--- src/rtl/core/k_way_timestamp_merge_unit_assert.svh ---
// Assertion helpers for the timestamp merge unit.
// Both sample on clk_i and are off while rst_ni is low.
`ifndef K_WAY_TIMESTAMP_MERGE_UNIT_ASSERT_SVH
`define K_WAY_TIMESTAMP_MERGE_UNIT_ASSERT_SVH

// same-cycle implication given as one property
`define KWTM_ASSERT(label, prop, msg) \
  label: assert property (@(posedge clk_i) disable iff (!rst_ni) prop) else $error(msg);

// trigger in one cycle, condition in the next
`define KWTM_ASSERT_NEXT(label, trig, cond, msg) \
  label: assert property (@(posedge clk_i) disable iff (!rst_ni) (trig) |=> (cond)) else $error(msg);

`endif

--- src/rtl/core/kwtm_pkg.sv ---
package kwtm_pkg;

  // result status codes
  typedef enum logic [1:0] {
    ST_RECORD = 2'd0,
    ST_DROP   = 2'd1,
    ST_DONE   = 2'd2
  } status_e;

  // classified command kinds
  typedef enum logic [1:0] {
    KIND_REC = 2'd0,
    KIND_END = 2'd1,
    KIND_NOP = 2'd2
  } kind_e;

  typedef struct packed {
    logic        [31:0] t;
    logic signed [31:0] x;
    logic signed [31:0] y;
  } rec_t;

  typedef struct packed {
    kind_e       kind;
    logic [1:0]  stream;
    rec_t        rec;
  } cmd_t;

  typedef struct packed {
    status_e     status;
    logic [1:0]  src;
    rec_t        rec;
  } res_t;

  localparam int          REC_W       = $bits(rec_t);
  localparam int          MAX_RESULTS = 49;
  localparam int          RES_CNT_W   = $clog2(MAX_RESULTS + 1);
  localparam int          QDEPTH      = 2;
  localparam logic [2:0]  CFG_RST     = 3'd4;

endpackage

--- src/rtl/core/kwtm_queue.sv ---
module kwtm_queue (
  input  logic            clk_i,
  input  logic            rst_ni,
  input  logic            push_i,
  input  kwtm_pkg::cmd_t  data_i,
  output logic            full_o,
  output logic            valid_o,
  output kwtm_pkg::cmd_t  data_o,
  input  logic            pop_i
);

  localparam int DEPTH = kwtm_pkg::QDEPTH;
  localparam int PTR_W = $clog2(DEPTH);
  localparam int CNT_W = $clog2(DEPTH + 1);

  kwtm_pkg::cmd_t     entry_q [DEPTH];
  logic [PTR_W-1:0]   wptr_q, wptr_d, rptr_q, rptr_d;
  logic [CNT_W-1:0]   cnt_q, cnt_d;
  logic               do_push, do_pop;

  assign full_o  = (cnt_q == CNT_W'(DEPTH));
  assign valid_o = (cnt_q != '0);
  assign data_o  = entry_q[rptr_q];
  assign do_push = push_i && !full_o;
  assign do_pop  = pop_i && valid_o;

  always_comb begin
    wptr_d = wptr_q;
    rptr_d = rptr_q;
    cnt_d  = cnt_q;
    if (do_push) begin
      wptr_d = (wptr_q == PTR_W'(DEPTH - 1)) ? '0 : wptr_q + PTR_W'(1);
    end
    if (do_pop) begin
      rptr_d = (rptr_q == PTR_W'(DEPTH - 1)) ? '0 : rptr_q + PTR_W'(1);
    end
    if (do_push && !do_pop) begin
      cnt_d = cnt_q + CNT_W'(1);
    end else if (do_pop && !do_push) begin
      cnt_d = cnt_q - CNT_W'(1);
    end
  end

  always_ff @(posedge clk_i or negedge rst_ni) begin
    if (!rst_ni) begin
      wptr_q <= '0;
      rptr_q <= '0;
      cnt_q  <= '0;
    end else begin
      wptr_q <= wptr_d;
      rptr_q <= rptr_d;
      cnt_q  <= cnt_d;
    end
  end

  always_ff @(posedge clk_i) begin
    if (do_push) begin
      entry_q[wptr_q] <= data_i;
    end
  end

endmodule

--- config.mk ---
export PLATFORM = sky130hd
export DESIGN_NAME = kwtm_queue
export DESIGN_NICKNAME = d
export VERILOG_FILES = /design/src/rtl/core/k_way_timestamp_merge_unit_assert.svh /design/src/rtl/core/kwtm_pkg.sv /design/src/rtl/core/kwtm_queue.sv
export SDC_FILE = /design/constraint.sdc
export NUM_CORES = 1
export LEC_CHECK = 0
export BUFFER_PORTS_ARGS = -buffer_cell sky130_fd_sc_hd__clkbuf_2
export CORE_MARGIN = 5
export CORE_UTILIZATION = 46
export DETAILED_ROUTE_END_ITERATION = 7
export PLACE_DENSITY = 0.71
export SYNTH_ARGS = -nofsm -noshare
export SYNTH_HDL_FRONTEND = slang
export SYNTH_SLANG_ARGS = --single-unit
--- constraint.sdc ---
create_clock -name clk_i -period 6.9 [get_ports clk_i]
set_input_delay 0.345 -clock clk_i [delete_from_list [all_inputs] [get_ports clk_i]]
set_output_delay 0.345 -clock clk_i [all_outputs]
set_load 0.01 [all_outputs]
==> run metrics <==
Detailed Routing Iterations Pass 1=4; Leakage=3.93 nW; worst slew pin tran=1.16 ns; Die Height=141 um; WL/cell=17.7 um; Syn Nets=435; cell area power density=431 mW/mm2; first-pass GRT wire length=21.0 mm; FF-to-FF setup slack=4.03 ns; number of remaining DRC errors=0; Critical Setup Path Class=register to output port; Initial Util=47.1%; sequential fraction of the synthesis area=77.6%; CP cell instances=buf_4 -> mux2_4 -> clkbuf_2; synth warn=0; Via Count=3,764; slowest CP cell=dfrtp_4; hold endpoint=entry_q[0][43]; layout cells sized above 1=60.0%; count of final hold-check violations=0; buffer depth of the longest clock path=3; largest net degree at the start of global routing=65; detailed placer's ending HPWL=9.43 mm; initial antenna violation count=0; WHS=0.0532 ns; Layout area overhead=22.9%; status=completed; grt ovf=0; Die Wd=141 um; Slew Viols, Final=0; TNS Setup=0 ns; relative slew slack=23.0%; pre-CTS setup slack=3.95 ns; Max FO, Critical Path=64; HP Start=data_i[43]; Mapped Cells=330; number of max-cap violations=0; Final min period=3.28 ns; type of origin of the critical path=register; Vias/cell=4.81; Unique masters post-synth=16; core area=0.0167 mm2; RSZ-0062 raised after global routing=no; ANT nets after route=0; row cnt=47; I/O Pins=206; htree depth=1; initial DRC count=191; Total Routing Usage GR=13.3%; reg2reg end=entry_q[0][54]; Multi-input gate area=0.00157 mm2; final worst slack=3.62 ns; Design Area, Final=0.00967 mm2; Mapped Area=0.00786 mm2; cell family with most CP delay=flip-flops; # resized after CTS=0; clock tree root buffer cell=clkbuf_16; CP Data Arrival Time=2.93 ns; syn_area_per_cell=23.8 um2; Max Freq=305 MHz; clock sink count=204; Crit. End Element=output port; CP required=6.55 ns; Die ar.=0.0198 mm2; CTS Buf Count=22; CTS tree=built; Hold Crit Class=input port to register; fill count=1,280; worst reg2reg path depth=4; final cycle utilization of the critical path=47.5%; Final nets=657; Setup Buffers After CTS=0; vias in the first global route=3,951; WHS Path Cells=1; Placement Cell Area=0.00901 mm2; reg2reg start=cnt_q[0]; max incr delay on CP=1.17 ns; placer congestion estimate=0.736; worst vdd ir=0.245 mV; Worst-Skew Late Latency=0.48 ns; Setup violations, final=0; Worst Clk Skew=0.00492 ns; Worst-path clk slew=0.06 ns; DRT Wirelength=13.9 mm; I/O Buffers=205; ant diodes=0; post-synthesis register bit count=204; WP buf/inv=2; register area=0.00611 mm2
registers in the layout, summed over array words and instances (netlist names):
| signal | cells |
|---|---|
| rptr_q | 1 |
| entry_q | 200 |
| cnt_q | 2 |
| wptr_q | 1 |
layout make-up:
type	count	share of cell area [%]
multi-input combinational	113	16.2
clock buffer	28	6.15
timing repair buffer	209	11.0
clock inverter	7	0.570
sequential	204	63.2
inverter	2	0.0777
tap	220	2.85
worst max path at each step:
stage | from | cells after the start | end
6_report | rptr_q | 3 | data_o[56]
5_1_grt | rptr_q | 3 | data_o[51]
4_1_cts | rptr_q | 3 | data_o[83]
3_5_place_dp | cnt_q[0] | 4 | entry_q[0][60]
3_3_place_gp | cnt_q[0] | 4 | entry_q[0][60]
2_1_floorplan | cnt_q[0] | 3 | entry_q[0][0]
per-layer routing:
layer  vias to the layer above  wire, um  part of all wire [%]  track usage, %
met5                         -         0                     0               0
met4                         0       186                   1.3            3.31
met3                        17      1330                   9.6            4.20
met2                       158      6570                    47            21.6
met1                      1841      5790                    42            17.7
li1                       1748         -                     -               -
power breakdown:
group	switching [mW]	internal [mW]
registers	0.168	1.70
clock network	0.420	0.638
logic	0.579	0.659
total	1.17	3.00
synthesized netlist by cell type (all sizes together):
| cell type | number | share of area, % |
|---|---|---|
| and3 | 1 | 0.080 |
| buf | 11 | 2.5 |
| dfrtp | 4 | 1.3 |
| edfxtp | 200 | 76 |
| ha | 1 | 0.16 |
| inv | 2 | 0.096 |
| mux2 | 100 | 19 |
| nand2 | 2 | 0.096 |
| nand2b | 1 | 0.080 |
| nor2 | 2 | 0.096 |
| or2 | 1 | 0.080 |
| xnor2 | 3 | 0.33 |
| xor2 | 2 | 0.22 |
per-stage QoR:
stage,total power [mW],std cells,utilization [%]
3_5_place_dp,3.17,747,53.9
3_3_place_gp,3.14,747,53.9
5_1_grt,4.37,783,57.9
6_report,4.16,783,57.9
2_1_floorplan,2.83,330,-
4_1_cts,4.24,783,57.9
logic make-up (layout without fill, tap and decap cells):
logic type / after synthesis / count (layout) / synth area share [%]
mux: 100 / 100 / 18.6
flops: 204 / 204 / 77.6
xor+xnor: 5 / 5 / 0.557
buf+inv: 13 / 246 / 2.59
fa+ha+maj: 1 / 1 / 0.159
simple gates: 7 / 7 / 0.430
cells in the final DEF (no fill, tap or decap):
cell type and n:
clkbuf_16 23, ha_1 1, xor2_1 2, clkbuf_1 5, clkinv_2 2, dfrtp_4 1, edfxtp_1 200, nand2_1 2
nor2_1 1, clkinv_1 4, buf_4 3, mux2_2 10, and3_4 1, mux2_4 90, xnor2_1 3, nor2_4 1
nand2b_1 1, inv_1 2, or2_2 1, dfrtp_1 3, clkbuf_2 205, bufinv_16 1, dlygate4sd3_1 1
worst reg2reg max path: stages, from the launching register on:
cell	delay, ns
dfrtp_1	0.42
nand2b_1	0.18
nand2_1	0.14
nor2_4	0.87
buf_4	0.81
repair_timing:
action,4_1_cts,5_1_grt
hold endpoints to repair,4,0
hold buffers,1,0
endpoints found under the setup margin,0,0
No activity file was read; power rests on OpenSTA's default activity.
